[src/rtl/clns_pkg.sv]
`timescale 1ns / 1ps
// ----------------------------------------------------------------------------
// clns_pkg
// Shared types, constants and the step table of the character-LCD sequencer.
// ----------------------------------------------------------------------------
package clns_pkg;

    localparam int LINE_LENGTH = 16;
    localparam int CNT_W       = $clog2(2 * LINE_LENGTH + 1);
    localparam int STEP_W      = 4;
    localparam int MASK_W      = 16;
    localparam int PADDR_W     = 4;
    localparam int QUEUE_DEPTH = 4;
    localparam int QPTR_W      = $clog2(QUEUE_DEPTH);

    localparam logic [1:0] KIND_INIT  = 2'd0;
    localparam logic [1:0] KIND_PRINT = 2'd1;
    localparam logic [1:0] KIND_GOTO  = 2'd2;
    localparam logic [1:0] KIND_CLEAR = 2'd3;

    localparam logic [1:0] REG_ENABLE_HOLD = 2'd0;
    localparam logic [1:0] REG_CMD_SETTLE  = 2'd1;
    localparam logic [1:0] REG_PAGE_PAUSE  = 2'd2;

    localparam logic [16:0] ENABLE_HOLD_RST = 17'd10000;
    localparam logic [16:0] CMD_SETTLE_RST  = 17'd2000;
    localparam logic [19:0] PAGE_PAUSE_RST  = 20'd500000;

    localparam logic [7:0] CMD_FUNC_SET = 8'h28;
    localparam logic [7:0] CMD_DISP_OFF = 8'h08;
    localparam logic [7:0] CMD_CLEAR    = 8'h01;
    localparam logic [7:0] CMD_ENTRY    = 8'h06;
    localparam logic [7:0] CMD_DISP_ON  = 8'h0C;
    localparam logic [7:0] CMD_HOME     = 8'h80;
    localparam logic [7:0] CMD_ROW1     = 8'hC0;

    localparam logic [3:0] WAKE_NIB  = 4'h3;
    localparam logic [3:0] MODE4_NIB = 4'h2;
    localparam logic [19:0] WAKE_LONG_US  = 20'd5000;
    localparam logic [19:0] WAKE_SHORT_US = 20'd150;

    // print step positions
    localparam logic [STEP_W-1:0] PS_NS_HI    = 4'd0;
    localparam logic [STEP_W-1:0] PS_NS_LO    = 4'd1;
    localparam logic [STEP_W-1:0] PS_ROW_HI   = 4'd2;
    localparam logic [STEP_W-1:0] PS_ROW_LO   = 4'd3;
    localparam logic [STEP_W-1:0] PS_PAUSE    = 4'd4;
    localparam logic [STEP_W-1:0] PS_CLR_HI   = 4'd5;
    localparam logic [STEP_W-1:0] PS_CLR_LO   = 4'd6;
    localparam logic [STEP_W-1:0] PS_HOME_HI  = 4'd7;
    localparam logic [STEP_W-1:0] PS_HOME_LO  = 4'd8;
    localparam logic [STEP_W-1:0] PS_CHAR_HI  = 4'd9;
    localparam logic [STEP_W-1:0] PS_CHAR_LO  = 4'd10;
    localparam logic [STEP_W-1:0] GS_ERROR    = 4'd2;

    typedef struct packed {
        logic [1:0]        kind;
        logic [7:0]        character;
        logic [7:0]        addr;
        logic [MASK_W-1:0] mask;
    } t_desc;

    typedef struct packed {
        logic [16:0] cmd_settle_us;
        logic [19:0] page_pause_us;
    } t_cfg;

    typedef struct packed {
        logic        is_wait;
        logic        reg_select;
        logic [3:0]  nibble;
        logic [19:0] wait_us;
        logic        last;
        logic        status;
    } t_result;

    function automatic logic [7:0] f_init_cmd(input logic [2:0] idx);
        logic [7:0] b;
        case (idx)
            3'd0:    b = CMD_FUNC_SET;
            3'd1:    b = CMD_DISP_OFF;
            3'd2:    b = CMD_CLEAR;
            3'd3:    b = CMD_ENTRY;
            3'd4:    b = CMD_DISP_ON;
            default: b = CMD_CLEAR;
        endcase
        return b;
    endfunction

    function automatic t_result f_step(input t_desc d, input logic [STEP_W-1:0] s,
                                       input t_cfg cfg);
        t_result    r;
        logic [7:0] b;
        r = '0;
        b = '0;
        case (d.kind)
            KIND_INIT: begin
                if (s < 4'd4) begin
                    r.nibble  = (s == 4'd3) ? MODE4_NIB : WAKE_NIB;
                    r.wait_us = (s == 4'd0) ? WAKE_LONG_US : WAKE_SHORT_US;
                end else begin
                    b         = f_init_cmd(3'((s - 4'd4) >> 1));
                    r.nibble  = s[0] ? b[3:0] : b[7:4];
                    r.wait_us = s[0] ? 20'(cfg.cmd_settle_us) : 20'd0;
                end
            end
            KIND_PRINT: begin
                case (s)
                    PS_NS_HI:   r.nibble = CMD_CLEAR[7:4];
                    PS_NS_LO:   r.nibble = CMD_CLEAR[3:0];
                    PS_ROW_HI:  r.nibble = CMD_ROW1[7:4];
                    PS_ROW_LO:  r.nibble = CMD_ROW1[3:0];
                    PS_PAUSE: begin
                        r.is_wait = 1'b1;
                        r.wait_us = cfg.page_pause_us;
                    end
                    PS_CLR_HI:  r.nibble = CMD_CLEAR[7:4];
                    PS_CLR_LO:  r.nibble = CMD_CLEAR[3:0];
                    PS_HOME_HI: r.nibble = CMD_HOME[7:4];
                    PS_HOME_LO: r.nibble = CMD_HOME[3:0];
                    PS_CHAR_HI: begin
                        r.reg_select = 1'b1;
                        r.nibble     = d.character[7:4];
                    end
                    PS_CHAR_LO: begin
                        r.reg_select = 1'b1;
                        r.nibble     = d.character[3:0];
                    end
                    default:    r = '0;
                endcase
            end
            KIND_GOTO: begin
                if (s == GS_ERROR) begin
                    r.is_wait = 1'b1;
                    r.status  = 1'b1;
                end else begin
                    r.nibble = s[0] ? d.addr[3:0] : d.addr[7:4];
                end
            end
            default: begin
                r.nibble = s[0] ? CMD_CLEAR[3:0] : CMD_CLEAR[7:4];
            end
        endcase
        return r;
    endfunction

endpackage

[src/rtl/char_lcd_nibble_sequencer_top.sv]
`timescale 1ns / 1ps
// ----------------------------------------------------------------------------
// char_lcd_nibble_sequencer_top
// 4-bit character-LCD sequencer: requests in, nibble strobes and waits out.
// ----------------------------------------------------------------------------
// Request beats (init, print, go-to, clear) enter on i_valid/o_ready. Each
// request expands into 1 to 16 result beats on o_valid/i_ready; o_last
// marks the final beat of a request, o_status flags an invalid go-to.
// Timing settings sit behind the APB port (bytes 0x0, 0x4, 0x8).
// When the back end is idle, the first result of a request passes through
// the queue, the descriptor register and the output register. The back end
// emits one result per cycle while the receiver does not stall, and a
// 4-entry request queue lets requests be taken while earlier ones are still
// being expanded. Sustained rate is one result beat per cycle when the
// receiver does not stall, set by the single step sequencer in the back end.
// When the receiver stalls, the output register holds its beat, the back
// end stops, and the queue fills; o_ready drops once four requests wait.
// Reset empties the queue, drops o_valid, zeroes the character index and
// loads the timing registers with their defaults.
// ----------------------------------------------------------------------------
module char_lcd_nibble_sequencer_top
    import clns_pkg::*;
(
    input  logic               i_clk,
    input  logic               i_rst_n,
    input  logic               psel,
    input  logic               penable,
    input  logic               pwrite,
    input  logic [PADDR_W-1:0] paddr,
    input  logic [31:0]        pwdata,
    output logic [31:0]        prdata,
    output logic               pready,
    input  logic               i_valid,
    output logic               o_ready,
    input  logic [1:0]         i_command,
    input  logic [7:0]         i_character,
    input  logic               i_new_string,
    input  logic [4:0]         i_column,
    input  logic [1:0]         i_row,
    output logic               o_valid,
    input  logic               i_ready,
    output logic               o_is_wait,
    output logic               o_reg_select,
    output logic [3:0]         o_nibble,
    output logic [19:0]        o_wait_us,
    output logic               o_last,
    output logic               o_status
);

    t_cfg  cfg;
    t_desc push_desc;
    t_desc q_desc;
    logic  push;
    logic  q_ready;
    logic  q_valid;
    logic  q_pop;

    clns_regs u_regs (
        .i_clk   (i_clk),
        .i_rst_n (i_rst_n),
        .psel    (psel),
        .penable (penable),
        .pwrite  (pwrite),
        .paddr   (paddr),
        .pwdata  (pwdata),
        .prdata  (prdata),
        .pready  (pready),
        .o_cfg   (cfg)
    );

    clns_front u_front (
        .i_clk        (i_clk),
        .i_rst_n      (i_rst_n),
        .i_valid      (i_valid),
        .o_ready      (o_ready),
        .i_command    (i_command),
        .i_character  (i_character),
        .i_new_string (i_new_string),
        .i_column     (i_column),
        .i_row        (i_row),
        .o_push       (push),
        .o_desc       (push_desc),
        .i_q_ready    (q_ready)
    );

    clns_queue u_queue (
        .i_clk   (i_clk),
        .i_rst_n (i_rst_n),
        .i_push  (push),
        .i_desc  (push_desc),
        .o_ready (q_ready),
        .i_pop   (q_pop),
        .o_valid (q_valid),
        .o_desc  (q_desc)
    );

    clns_back u_back (
        .i_clk        (i_clk),
        .i_rst_n      (i_rst_n),
        .i_q_valid    (q_valid),
        .i_q_desc     (q_desc),
        .o_q_pop      (q_pop),
        .i_cfg        (cfg),
        .o_valid      (o_valid),
        .i_ready      (i_ready),
        .o_is_wait    (o_is_wait),
        .o_reg_select (o_reg_select),
        .o_nibble     (o_nibble),
        .o_wait_us    (o_wait_us),
        .o_last       (o_last),
        .o_status     (o_status)
    );

endmodule

[src/rtl/clns_regs.sv]
`timescale 1ns / 1ps
// ----------------------------------------------------------------------------
// clns_regs
// APB-style register file holding the timing settings.
// ----------------------------------------------------------------------------
module clns_regs
    import clns_pkg::*;
(
    input  logic               i_clk,
    input  logic               i_rst_n,
    input  logic               psel,
    input  logic               penable,
    input  logic               pwrite,
    input  logic [PADDR_W-1:0] paddr,
    input  logic [31:0]        pwdata,
    output logic [31:0]        prdata,
    output logic               pready,
    output t_cfg               o_cfg
);

    logic [16:0] r_enable_hold;
    logic [16:0] r_cmd_settle;
    logic [19:0] r_page_pause;
    logic        wr_en;
    logic [1:0]  idx;

    assign wr_en  = psel && penable && pwrite;
    assign idx    = paddr[3:2];
    assign pready = 1'b1;

    always_ff @(posedge i_clk) begin
        if (!i_rst_n) begin
            r_enable_hold <= ENABLE_HOLD_RST;
            r_cmd_settle  <= CMD_SETTLE_RST;
            r_page_pause  <= PAGE_PAUSE_RST;
        end else if (wr_en) begin
            case (idx)
                REG_ENABLE_HOLD: r_enable_hold <= pwdata[16:0];
                REG_CMD_SETTLE:  r_cmd_settle  <= pwdata[16:0];
                REG_PAGE_PAUSE:  r_page_pause  <= pwdata[19:0];
                default:         ;
            endcase
        end
    end

    always_comb begin
        case (idx)
            REG_ENABLE_HOLD: prdata = 32'(r_enable_hold);
            REG_CMD_SETTLE:  prdata = 32'(r_cmd_settle);
            REG_PAGE_PAUSE:  prdata = 32'(r_page_pause);
            default:         prdata = '0;
        endcase
    end

    assign o_cfg.cmd_settle_us = r_cmd_settle;
    assign o_cfg.page_pause_us = r_page_pause;

endmodule

[src/rtl/clns_front.sv]
`timescale 1ns / 1ps
// ----------------------------------------------------------------------------
// clns_front
// Accepts requests, tracks the character index and builds step descriptors.
// ----------------------------------------------------------------------------
module clns_front
    import clns_pkg::*;
(
    input  logic       i_clk,
    input  logic       i_rst_n,
    input  logic       i_valid,
    output logic       o_ready,
    input  logic [1:0] i_command,
    input  logic [7:0] i_character,
    input  logic       i_new_string,
    input  logic [4:0] i_column,
    input  logic [1:0] i_row,
    output logic       o_push,
    output t_desc      o_desc,
    input  logic       i_q_ready
);

    logic [CNT_W-1:0] r_count;
    logic [CNT_W-1:0] n_count;
    logic [CNT_W-1:0] base;
    logic             row_wrap;
    logic             page_wrap;
    logic             goto_err;
    logic             accept;

    assign o_ready = i_q_ready;
    assign accept  = i_valid && i_q_ready;
    assign o_push  = accept;

    always_comb begin
        base      = i_new_string ? '0 : r_count;
        row_wrap  = (base == CNT_W'(LINE_LENGTH));
        page_wrap = (base >= CNT_W'(2 * LINE_LENGTH));
        n_count   = (page_wrap ? '0 : base) + CNT_W'(1);
        goto_err  = (32'(i_column) >= 32'(LINE_LENGTH)) || (i_row > 2'd1);

        o_desc.kind      = i_command;
        o_desc.character = i_character;
        o_desc.addr      = {1'b1, i_row[0], 1'b0, i_column};
        o_desc.mask      = '0;
        case (i_command)
            KIND_INIT: o_desc.mask = '1;
            KIND_PRINT: begin
                o_desc.mask[PS_NS_HI]   = i_new_string;
                o_desc.mask[PS_NS_LO]   = i_new_string;
                o_desc.mask[PS_ROW_HI]  = row_wrap;
                o_desc.mask[PS_ROW_LO]  = row_wrap;
                o_desc.mask[PS_PAUSE]   = page_wrap;
                o_desc.mask[PS_CLR_HI]  = page_wrap;
                o_desc.mask[PS_CLR_LO]  = page_wrap;
                o_desc.mask[PS_HOME_HI] = page_wrap;
                o_desc.mask[PS_HOME_LO] = page_wrap;
                o_desc.mask[PS_CHAR_HI] = 1'b1;
                o_desc.mask[PS_CHAR_LO] = 1'b1;
            end
            KIND_GOTO: begin
                o_desc.mask[0]        = !goto_err;
                o_desc.mask[1]        = !goto_err;
                o_desc.mask[GS_ERROR] = goto_err;
            end
            default: o_desc.mask[1:0] = 2'b11;
        endcase
    end

    always_ff @(posedge i_clk) begin
        if (!i_rst_n) begin
            r_count <= '0;
        end else if (accept && i_command == KIND_PRINT) begin
            r_count <= n_count;
        end
    end

endmodule

[src/rtl/clns_queue.sv]
`timescale 1ns / 1ps
// ----------------------------------------------------------------------------
// clns_queue
// Small descriptor FIFO between the front and back parts.
// ----------------------------------------------------------------------------
module clns_queue
    import clns_pkg::*;
(
    input  logic  i_clk,
    input  logic  i_rst_n,
    input  logic  i_push,
    input  t_desc i_desc,
    output logic  o_ready,
    input  logic  i_pop,
    output logic  o_valid,
    output t_desc o_desc
);

    t_desc            r_mem [QUEUE_DEPTH];
    logic [QPTR_W-1:0] r_wptr;
    logic [QPTR_W-1:0] r_rptr;
    logic [QPTR_W:0]   r_count;

    assign o_ready = (r_count != (QPTR_W+1)'(QUEUE_DEPTH));
    assign o_valid = (r_count != '0);
    assign o_desc  = r_mem[r_rptr];

    always_ff @(posedge i_clk) begin
        if (i_push) begin
            r_mem[r_wptr] <= i_desc;
        end
    end

    always_ff @(posedge i_clk) begin
        if (!i_rst_n) begin
            r_wptr  <= '0;
            r_rptr  <= '0;
            r_count <= '0;
        end else begin
            if (i_push) begin
                r_wptr <= r_wptr + QPTR_W'(1);
            end
            if (i_pop) begin
                r_rptr <= r_rptr + QPTR_W'(1);
            end
            case ({i_push, i_pop})
                2'b10:   r_count <= r_count + (QPTR_W+1)'(1);
                2'b01:   r_count <= r_count - (QPTR_W+1)'(1);
                default: r_count <= r_count;
            endcase
        end
    end

endmodule

[src/rtl/clns_back.sv]
`timescale 1ns / 1ps
// ----------------------------------------------------------------------------
// clns_back
// Walks the step mask of each descriptor and emits one result per cycle while the output is not stalled.
// ----------------------------------------------------------------------------
module clns_back
    import clns_pkg::*;
(
    input  logic        i_clk,
    input  logic        i_rst_n,
    input  logic        i_q_valid,
    input  t_desc       i_q_desc,
    output logic        o_q_pop,
    input  t_cfg        i_cfg,
    output logic        o_valid,
    input  logic        i_ready,
    output logic        o_is_wait,
    output logic        o_reg_select,
    output logic [3:0]  o_nibble,
    output logic [19:0] o_wait_us,
    output logic        o_last,
    output logic        o_status
);

    logic              r_busy;
    t_desc             r_desc;
    logic [MASK_W-1:0] r_mask;
    logic              r_out_valid;
    t_result           r_out;

    logic [STEP_W-1:0] step;
    logic              is_last;
    logic              can_emit;
    logic              emit;
    logic              load;
    t_result           res;

    always_comb begin
        step = '0;
        for (int i = MASK_W - 1; i >= 0; i--) begin
            if (r_mask[i]) begin
                step = STEP_W'(i);
            end
        end
    end

    assign is_last  = ((r_mask & (r_mask - MASK_W'(1))) == '0);
    assign can_emit = !r_out_valid || i_ready;
    assign emit     = r_busy && can_emit;
    assign load     = i_q_valid && (!r_busy || (emit && is_last));
    assign o_q_pop  = load;

    always_comb begin
        res      = f_step(r_desc, step, i_cfg);
        res.last = is_last;
    end

    always_ff @(posedge i_clk) begin
        if (load) begin
            r_desc <= i_q_desc;
            r_mask <= i_q_desc.mask;
        end else if (emit) begin
            r_mask <= r_mask & ~(MASK_W'(1) << step);
        end
        if (emit) begin
            r_out <= res;
        end
    end

    always_ff @(posedge i_clk) begin
        if (!i_rst_n) begin
            r_busy      <= 1'b0;
            r_out_valid <= 1'b0;
        end else begin
            if (load) begin
                r_busy <= 1'b1;
            end else if (emit && is_last) begin
                r_busy <= 1'b0;
            end
            if (emit) begin
                r_out_valid <= 1'b1;
            end else if (i_ready) begin
                r_out_valid <= 1'b0;
            end
        end
    end

    assign o_valid      = r_out_valid;
    assign o_is_wait    = r_out.is_wait;
    assign o_reg_select = r_out.reg_select;
    assign o_nibble     = r_out.nibble;
    assign o_wait_us    = r_out.wait_us;
    assign o_last       = r_out.last;
    assign o_status     = r_out.status;

    a_busy_has_steps: assert property (@(posedge i_clk) disable iff (!i_rst_n)
        r_busy |-> (r_mask != '0))
        else $error("busy with empty step mask");

    a_pop_needs_data: assert property (@(posedge i_clk) disable iff (!i_rst_n)
        o_q_pop |-> i_q_valid)
        else $error("pop from empty queue");

    a_error_is_lone_wait: assert property (@(posedge i_clk) disable iff (!i_rst_n)
        (o_valid && o_status) |-> (o_is_wait && o_last && o_nibble == 4'd0))
        else $error("error result malformed");

    a_load_after_last: assert property (@(posedge i_clk) disable iff (!i_rst_n)
        (load && r_busy) |-> (emit && is_last))
        else $error("descriptor loaded over unfinished work");

endmodule

[config.mk]
export PLATFORM = sky130hd
export DESIGN_NAME = char_lcd_nibble_sequencer_top
export DESIGN_NICKNAME = d
export VERILOG_FILES = /design/src/rtl/clns_pkg.sv /design/src/rtl/char_lcd_nibble_sequencer_top.sv /design/src/rtl/clns_regs.sv /design/src/rtl/clns_front.sv /design/src/rtl/clns_queue.sv /design/src/rtl/clns_back.sv
export SDC_FILE = /design/constraint.sdc
export NUM_CORES = 1
export LEC_CHECK = 0
export ABC_AREA = 1
export BUFFER_PORTS_ARGS = -buffer_cell sky130_fd_sc_hd__buf_4
export CAP_MARGIN = 20
export CORE_UTILIZATION = 35
export DETAILED_ROUTE_END_ITERATION = 10
export GPL_ROUTABILITY_DRIVEN = 0
export SKIP_LAST_GASP = 1
export SYNTH_ARGS = -nofsm -noshare
export SYNTH_HDL_FRONTEND = slang
export SYNTH_SLANG_ARGS = --single-unit
[constraint.sdc]
create_clock -name i_clk -period 4.5 [get_ports i_clk]
set_input_delay 0.9 -clock i_clk [delete_from_list [all_inputs] [get_ports i_clk]]
set_output_delay 0.9 -clock i_clk [all_outputs]
set_load 0.05 [all_outputs]
==> results of run 1 <==
==> cell usage in the layout (no fill, tap or decap), drive strengths merged, types with 3 or more instances in the layout <==
master	netlist	routed
o21ai	120	120
conb	2	13
nor2	123	123
inv	125	126
nor3	3	3
clkbuf	32	41
buf	19	110
nand4	12	12
clkinv	2	6
nand3	21	21
ha	18	18
dfxtp	71	71
o22ai	33	33
o211ai	16	16
a21oi	51	51
nand2	124	124
o221ai	21	21
edfxtp	148	148
==> state kept, by name (all words and copies together), names as in the netlist, 2 cells and up, named ones only <==
register	count
u_back.r_desc	16
u_queue.r_count	3
u_queue.r_mem	88
u_queue.r_wptr	2
u_regs.r_cmd_settle	17
u_regs.r_enable_hold	17
u_front.r_count	6
u_queue.r_rptr	2
u_back.o_wait_us	20
u_back.r_mask	16
u_back.o_nibble	4
u_regs.r_page_pause	20
==> logic make-up (layout without fill, tap and decap cells) <==
group	count (synthesis)	count (layout)	share of synthesized area [%]
AO/OA/AOI/OAI	250	250	15.3
XOR/XNOR	2	2	0.184
flip-flops	219	219	61.5
AND/OR/NAND/NOR	284	284	12.6
buffers and inverters	178	283	7.80
other	2	13	0.0788
adder cells (fa/ha/maj)	19	19	2.57
==> worst max-delay path by stage <==
stage	start	endpoint	slack (ns)	cells after the start
after floorplan	paddr[3]	prdata[10]	1.46	4
after global placement	paddr[2]	u_regs.r_page_pause[2]	0.83	7
after detailed placement	paddr[2]	u_regs.r_page_pause[7]	0.84	7
after CTS	u_back.r_mask[1]	u_queue.r_count[2]	0.94	20
after global routing	u_back.r_mask[1]	u_queue.r_count[2]	0.58	20
final	u_back.r_mask[1]	u_queue.r_count[2]	0.95	18
==> power breakdown <==
part / leakage [nW] / switching (W) / internal [W]
Clock: 0.369 / 0.000773 / 0.00110
Combinational: 2.22 / 0.00167 / 0.000630
Sequential: 1.97 / 0.000159 / 0.00270
Total: 4.56 / 0.00260 / 0.00443
==> cell type report <==
type                            count  area, um2  share of cell area, %
Sequential cell                   219       5870                   51.7
Multi-Input combinational cell    568       2980                   26.2
Timing Repair Buffer              110        833                   7.34
Clock buffer                       41        726                   6.39
Inverter                          127        482                   4.24
Tap cell                          341        427                   3.76
Clock inverter                      5       38.8                  0.342
==> critical path, delay by kind of cell, from the launching register on <==
kind | cells | cell delay (ns)
and+or+nand+nor | 9 | 1.41
buffers and inverters | 2 | 0.36
AOI/OAI and AO/OA | 5 | 0.63
DFF | 1 | 0.44
adders and majority gates | 2 | 0.58
==> metal layers <==
layer	wire [um]	part of all wire [%]	track usage (%)	up-vias
li1	-	-	-	3463
met2	10100	46	25.6	186
met4	349	1.6	4.11	0
met1	10300	47	21.7	3289
met5	0	0	0	-
met3	1130	5.1	2.59	26
==> per-stage QoR <==
step	setup slack, ns	hold WS (ns)	utilization [%]
after floorplan	1.46	0.423	-
after global placement	0.835	0.440	39.4
after detailed placement	0.837	0.443	39.4
after CTS	0.945	0.457	42.3
after global routing	0.576	0.484	42.3
final	0.954	0.457	42.3
==> out/results.tsv, run 1 <==
stage	metric	value	unit
detailed_routing	via/cell ratio	4.94	
synthesis	fraction of post-synthesis cell area in the top cell type by area	46.6	%
synthesis	dominant cell type by area after synthesis	sky130_fd_sc_hd__edfxtp_1	
status	result of the run	completed	
floorplan	die footprint	0.0279	mm2
global_route	pin count of the biggest net entering global routing	67	
worst_hold_path	critical hold path startpoint	u_queue.r_count[0]	
worst_hold_path	Min-Delay Path Depth	1	
setup_path	Critical Path End Type	register	
finish	number of antenna diodes	0	
finish	# fillers	2593	
detailed_routing	average wire per standard cell	15.5	um
timing	clk_skew	0.0227	ns
worst_hold_path	class of the most critical hold timing path	reg -> reg	
clock_tree	post-CTS setup buffers	0	
global_route	remaining global-route overflow	0	
setup_path	critical path's slowest cell	sky130_fd_sc_hd__edfxtp_1	
setup_path	critical path data required time	4.91	ns
detailed_routing	Total Wirelength	21.9	mm
setup_path	crit path cell chain	nor2_4 > nand2_4 > nor2_8 > nand2_4 > nor2_4 > nor2_1 > nor4_1 > nand3_1 > o21ai_2 > nand2_2 > clkinv_4 > ha_1 > inv_1 > fa_1 > a21oi_1 > o21ai_0 > o21ai_0 > a21oi_1	
detailed_routing	routed vias	6964	
worst_hold_path	Worst Hold End	u_queue.r_count[0]	
detailed_routing	remaining number of nets flagged by the antenna check after routing	0	
clock_tree	count of hold-fix buffers inserted at cts	0	
clock_tree	number of gates resized after cts	0	
timing	worst-margin pin slew	1.04	ns
pwr	worst ir drop on vdd	0.000303	V
clock_tree	Clock Latency Late Sink	0.52	ns
clock_tree	TritonCTS buffer count	25	
place	dpl hpwl	14.2	mm
setup_path	stage delay of the slowest cell on the critical path	0.44	ns
clock_tree	Clock Root Buffer	sky130_fd_sc_hd__clkbuf_16	
synthesis	number of enable-type register cells in the synthesized netlist	148	
pwr	Final Total Pwr	0.00704	W
timing	max-slew headroom at the worst pin	30.4	%
clock_tree	CTS H-tree lvls	1	
setup_path	reg-to-reg critical path endpoint	u_queue.r_count[2]	
synthesis	combined area of all synthesized cells	0.00953	mm2
synthesis	Synth Flop Type	sky130_fd_sc_hd__edfxtp_1	
finish	post-route standard cell area excluding fillers	0.0113	mm2
setup_path	highest fanout seen on the critical path	31	
finish	NumNets Final	1131	
finish	post-route non-filler standard cell count	1411	
global_route	first-pass GRT wire length	35.1	mm
floorplan	vertical die dimension	167	um
timing	RSZ-0062 raised after global routing	false	
timing	Final Cycle Share	78.8	%
pwr	leakage power of the design	4.56	nW
timing	fin. max-slew vios	0	
finish	layout cell share with drive strength beyond 1	15.6	%
synthesis	average size of a mapped cell	9.99	um2
place	dpl cell area	0.0106	mm2
floorplan	initial core utilization	35.6	%
setup_path	type of origin of the critical path	register	
synthesis	gate count of the mapped netlist	954	
timing	endpoints failing setup	0	
synthesis	top cells by count, synth	sky130_fd_sc_hd__edfxtp_1, sky130_fd_sc_hd__inv_1, sky130_fd_sc_hd__nand2_1	
timing	setup TNS	0	ns
synthesis	dominant cells by area after synthesis	sky130_fd_sc_hd__edfxtp_1, sky130_fd_sc_hd__dfxtp_1, sky130_fd_sc_hd__o21ai_0	
pwr	power density cells	620	mW/mm2
detailed_routing	number of optimization iterations in the first detailed-route pass	5	
setup_path	WP data arrival	3.95	ns
place	Buffers on Ports	96	
detailed_routing	initial detailed-routing violation count	458	
floorplan	core outline area	0.0268	mm2
clock_tree	clock-pin transition on the worst setup and hold timing paths	0.06	ns
timing	final hold violation count	0	
synthesis	Unique masters post-synth	44	
timing	Min Clock Period, post-route	3.55	ns
flow_run	max-cap violations	0	
floorplan	# IOs	124	
global_route	initial antenna violation count	0	
floorplan	floorplan row count	60	
synthesis	Seq/Total Area, Yosys	61.5	%
clock_tree	number of sinks handled by clock tree synthesis	219	
clock_tree	number of buffers on the longest clock path	3	
finish	Area growth syn-to-layout	19.1	%
clock_tree	CTS tree	done	
place	number of instances in the placed design	1364	
synthesis	most frequently used cell type in the post-synthesis netlist	sky130_fd_sc_hd__edfxtp_1	
setup_path	Worst R2R Path Depth	18	
setup_path	flop2flop setup slack	0.95	ns
setup_path	kind of critical path	reg -> reg	
synthesis	async set or reset register ratio after synthesis	0	%
timing	highest clock rate	282	MHz
detailed_routing	post-route DRC violation count	0	
synthesis	number of warnings printed during yosys synthesis	0	
synthesis	synthesized flop and latch total	219	
global_route	total track usage	15.7	%
global_route	vias in the first global route	6577	
floorplan	floorplan die width	167	um
setup_path	beginning of the worst register-to-register path	u_back.r_mask[1]	
Power figures use the tool's default switching activity.
==> inputs of run 2 (changes only) <==
clock period = 3.1 ns   (was 4.5 ns; I/O delays follow)
==> out/results.tsv, run 2 (synthesis gave the netlist of run 1 again) <==
stage	metric	value	unit
clock_tree	Clock Root Buffer	sky130_fd_sc_hd__clkbuf_16	
floorplan	die footprint	0.0279	mm2
finish	number of flip-flops in the largest register	88	
clock_tree	number of buffers on the longest clock path	3	
timing	highest clock rate	341	MHz
setup_path	kind of cell with the highest combined delay on the critical path	simple AND/OR/NAND/NOR gates	
timing	setup TNS	0	ns
flow_run	max-cap violations	0	
setup_path	highest fanout seen on the critical path	5	
finish	NumNets Final	1146	
global_route	initial antenna violation count	0	
global_route	total track usage	15.3	%
detailed_routing	remaining number of nets flagged by the antenna check after routing	0	
finish	# fillers	2555	
setup_path	type of origin of the critical path	register	
clock_tree	clock-pin transition on the worst setup and hold timing paths	0.06	ns
timing	clk_skew	0.0154	ns
clock_tree	CTS H-tree lvls	1	
floorplan	# IOs	124	
global_route	remaining global-route overflow	0	
finish	layout cell share with drive strength beyond 1	18.2	%
timing	endpoints failing setup	0	
place	number of instances in the placed design	1377	
detailed_routing	number of optimization iterations in the first detailed-route pass	5	
clock_tree	Clock Latency Late Sink	0.52	ns
detailed_routing	Total Wirelength	21.5	mm
setup_path	crit path buf inv count	2	
place	Buffers on Ports	96	
setup_path	WP data arrival	3.33	ns
finish	Area growth syn-to-layout	21.1	%
timing	max-slew headroom at the worst pin	55.4	%
pwr	leakage power of the design	4.65	nW
finish	leading cell type in the layout, fill and taps excluded	sky130_fd_sc_hd__edfxtp_1	
clock_tree	number of sinks handled by clock tree synthesis	219	
pwr	worst ir drop on vdd	0.000443	V
setup_path	stage delay of the slowest cell on the critical path	0.43	ns
pwr	Final Total Pwr	0.0105	W
timing	setup slack of the critical path after layout	0.166	ns
floorplan	floorplan row count	60	
status	result of the run	completed	
setup_path	critical path data required time	3.50	ns
setup_path	kind of critical path	reg -> reg	
timing	worst-margin pin slew	0.668	ns
detailed_routing	post-route DRC violation count	0	
floorplan	core outline area	0.0268	mm2
place	dpl hpwl	14.1	mm
finish	commonest non-fill, non-tap cells in the layout	sky130_fd_sc_hd__edfxtp_1, sky130_fd_sc_hd__buf_4, sky130_fd_sc_hd__inv_1, sky130_fd_sc_hd__nand2_1, sky130_fd_sc_hd__nor2_1	
pwr	power density cells	911	mW/mm2
place	setup slack after placement	0.0634	ns
finish	most flop-heavy register	u_queue.r_mem	
setup_path	Critical Path End Type	register	
timing	final hold violation count	0	
timing	RSZ-0062 raised after global routing	true	
global_route	pin count of the biggest net entering global routing	67	
detailed_routing	average wire per standard cell	15.1	um
global_route	vias in the first global route	6425	
clock_tree	CTS tree	done	
timing	Min Clock Period, post-route	2.93	ns
timing	fin. max-slew vios	0	
global_route	first-pass GRT wire length	34.2	mm
worst_hold_path	class of the most critical hold timing path	in -> reg	
timing	Final Cycle Share	94.6	%
floorplan	initial core utilization	35.6	%
detailed_routing	routed vias	6942	
finish	Final Core Density	43.1	%
floorplan	floorplan die width	167	um
setup_path	crit path cell chain	nor2_4 > nand2_4 > nor2_8 > nand2_4 > nor2_4 > nand3_1 > o21ai_2 > nand2_1 > nor2_2 > nand3_2 > o21ai_2 > nand2_2 > clkinv_4 > ha_1 > inv_1 > fa_2 > a21oi_1 > o21ai_1 > o21ai_1 > a21oi_1	
clock_tree	TritonCTS buffer count	25	
finish	post-route non-filler standard cell count	1426	
detailed_routing	initial detailed-routing violation count	525	
setup_path	critical path's slowest cell	sky130_fd_sc_hd__edfxtp_1	
detailed_routing	via/cell ratio	4.87	
floorplan	vertical die dimension	167	um
finish	number of antenna diodes	0	
clock_tree	count of hold-fix buffers inserted at cts	0	
## run 2: changes by cell type in the layout (fill, tap and decap cells not counted), sizes merged
cell / before / now
clkinv: 6 / 8
clkinvlp: 0 / 2
inv: 126 / 127
clkbuf: 41 / 34
buf: 110 / 125
bufinv: 0 / 2
## run 2: routing by layer
metal | wire (um) | vias up | GRT usage, %
li1 | - | 3488 | -
met1 | 10200 | 3235 | 21.4
met2 | 9800 | 189 | 24.4
met3 | 1080 | 30 | 2.21
met4 | 429 | 0 | 4.59
met5 | 0 | - | 0
## run 2: worst reg2reg max path: stages, from the launching register on
cell	delay, ns
sky130_fd_sc_hd__edfxtp_1	0.43
sky130_fd_sc_hd__nor2_4	0.16
sky130_fd_sc_hd__nand2_4	0.08
sky130_fd_sc_hd__nor2_8	0.12
sky130_fd_sc_hd__nand2_4	0.08
sky130_fd_sc_hd__nor2_4	0.14
sky130_fd_sc_hd__nand3_1	0.10
sky130_fd_sc_hd__o21ai_2	0.13
sky130_fd_sc_hd__nand2_1	0.09
sky130_fd_sc_hd__nor2_2	0.11
sky130_fd_sc_hd__nand3_2	0.10
sky130_fd_sc_hd__o21ai_2	0.18
sky130_fd_sc_hd__nand2_2	0.10
sky130_fd_sc_hd__clkinv_4	0.05
sky130_fd_sc_hd__ha_1	0.12
sky130_fd_sc_hd__inv_1	0.07
sky130_fd_sc_hd__fa_2	0.34
sky130_fd_sc_hd__a21oi_1	0.14
sky130_fd_sc_hd__o21ai_1	0.10
sky130_fd_sc_hd__o21ai_1	0.12
sky130_fd_sc_hd__a21oi_1	0.05
## run 2: path summary, 6_finish.rpt
kind	startpoint	endpoint	slack, ns	cells past startpoint
worst max register to register	u_back.r_mask[0]	u_queue.r_count[2]	0.17	20
worst min-delay path	i_character[1]	u_queue.r_mem[3][23]	0.30	1
worst max-delay path	u_back.r_mask[0]	u_queue.r_count[2]	0.17	20
worst min register to register	u_queue.r_count[0]	u_queue.r_count[0]	0.45	1
## run 2: what timing repair did
| action | 4_1_cts | 5_1_grt |
|---|---|---|
| endpoints found under the setup margin | 0 | 1 |
| gates resized for setup | 0 | 11 |
| buffers inserted | 0 | 3 |
## run 2: report_power, final
| group | total [W] | internal, W | leakage, nW | switching, W |
|---|---|---|---|---|
| sequential | 0.00415 | 0.00392 | 1.97 | 0.000226 |
| clock | 0.00291 | 0.00174 | 0.400 | 0.00117 |
| combinational | 0.00347 | 0.00102 | 2.28 | 0.00245 |
| total | 0.0105 | 0.00668 | 4.65 | 0.00384 |
## run 2: per-stage QoR
stage | hold slack, ns | instance area (um2)
6_report | 0.301 | 11500
5_1_grt | 0.281 | 11500
4_1_cts | 0.284 | 11500
3_5_place_dp | 0.443 | 10700
3_3_place_gp | 0.439 | 10700
2_1_floorplan | 0.423 | 9570
## run 2: cell type report
| cell class | count | area [um2] | area share [%] |
|---|---|---|---|
| clock inverters | 12 | 133 | 1.15 |
| clock buffers | 34 | 689 | 5.97 |
| well taps | 341 | 427 | 3.70 |
| inverters | 127 | 482 | 4.17 |
| flip-flops and latches | 219 | 5870 | 50.8 |
| multi-input cells | 568 | 3010 | 26.1 |
| repair buffers | 125 | 938 | 8.13 |
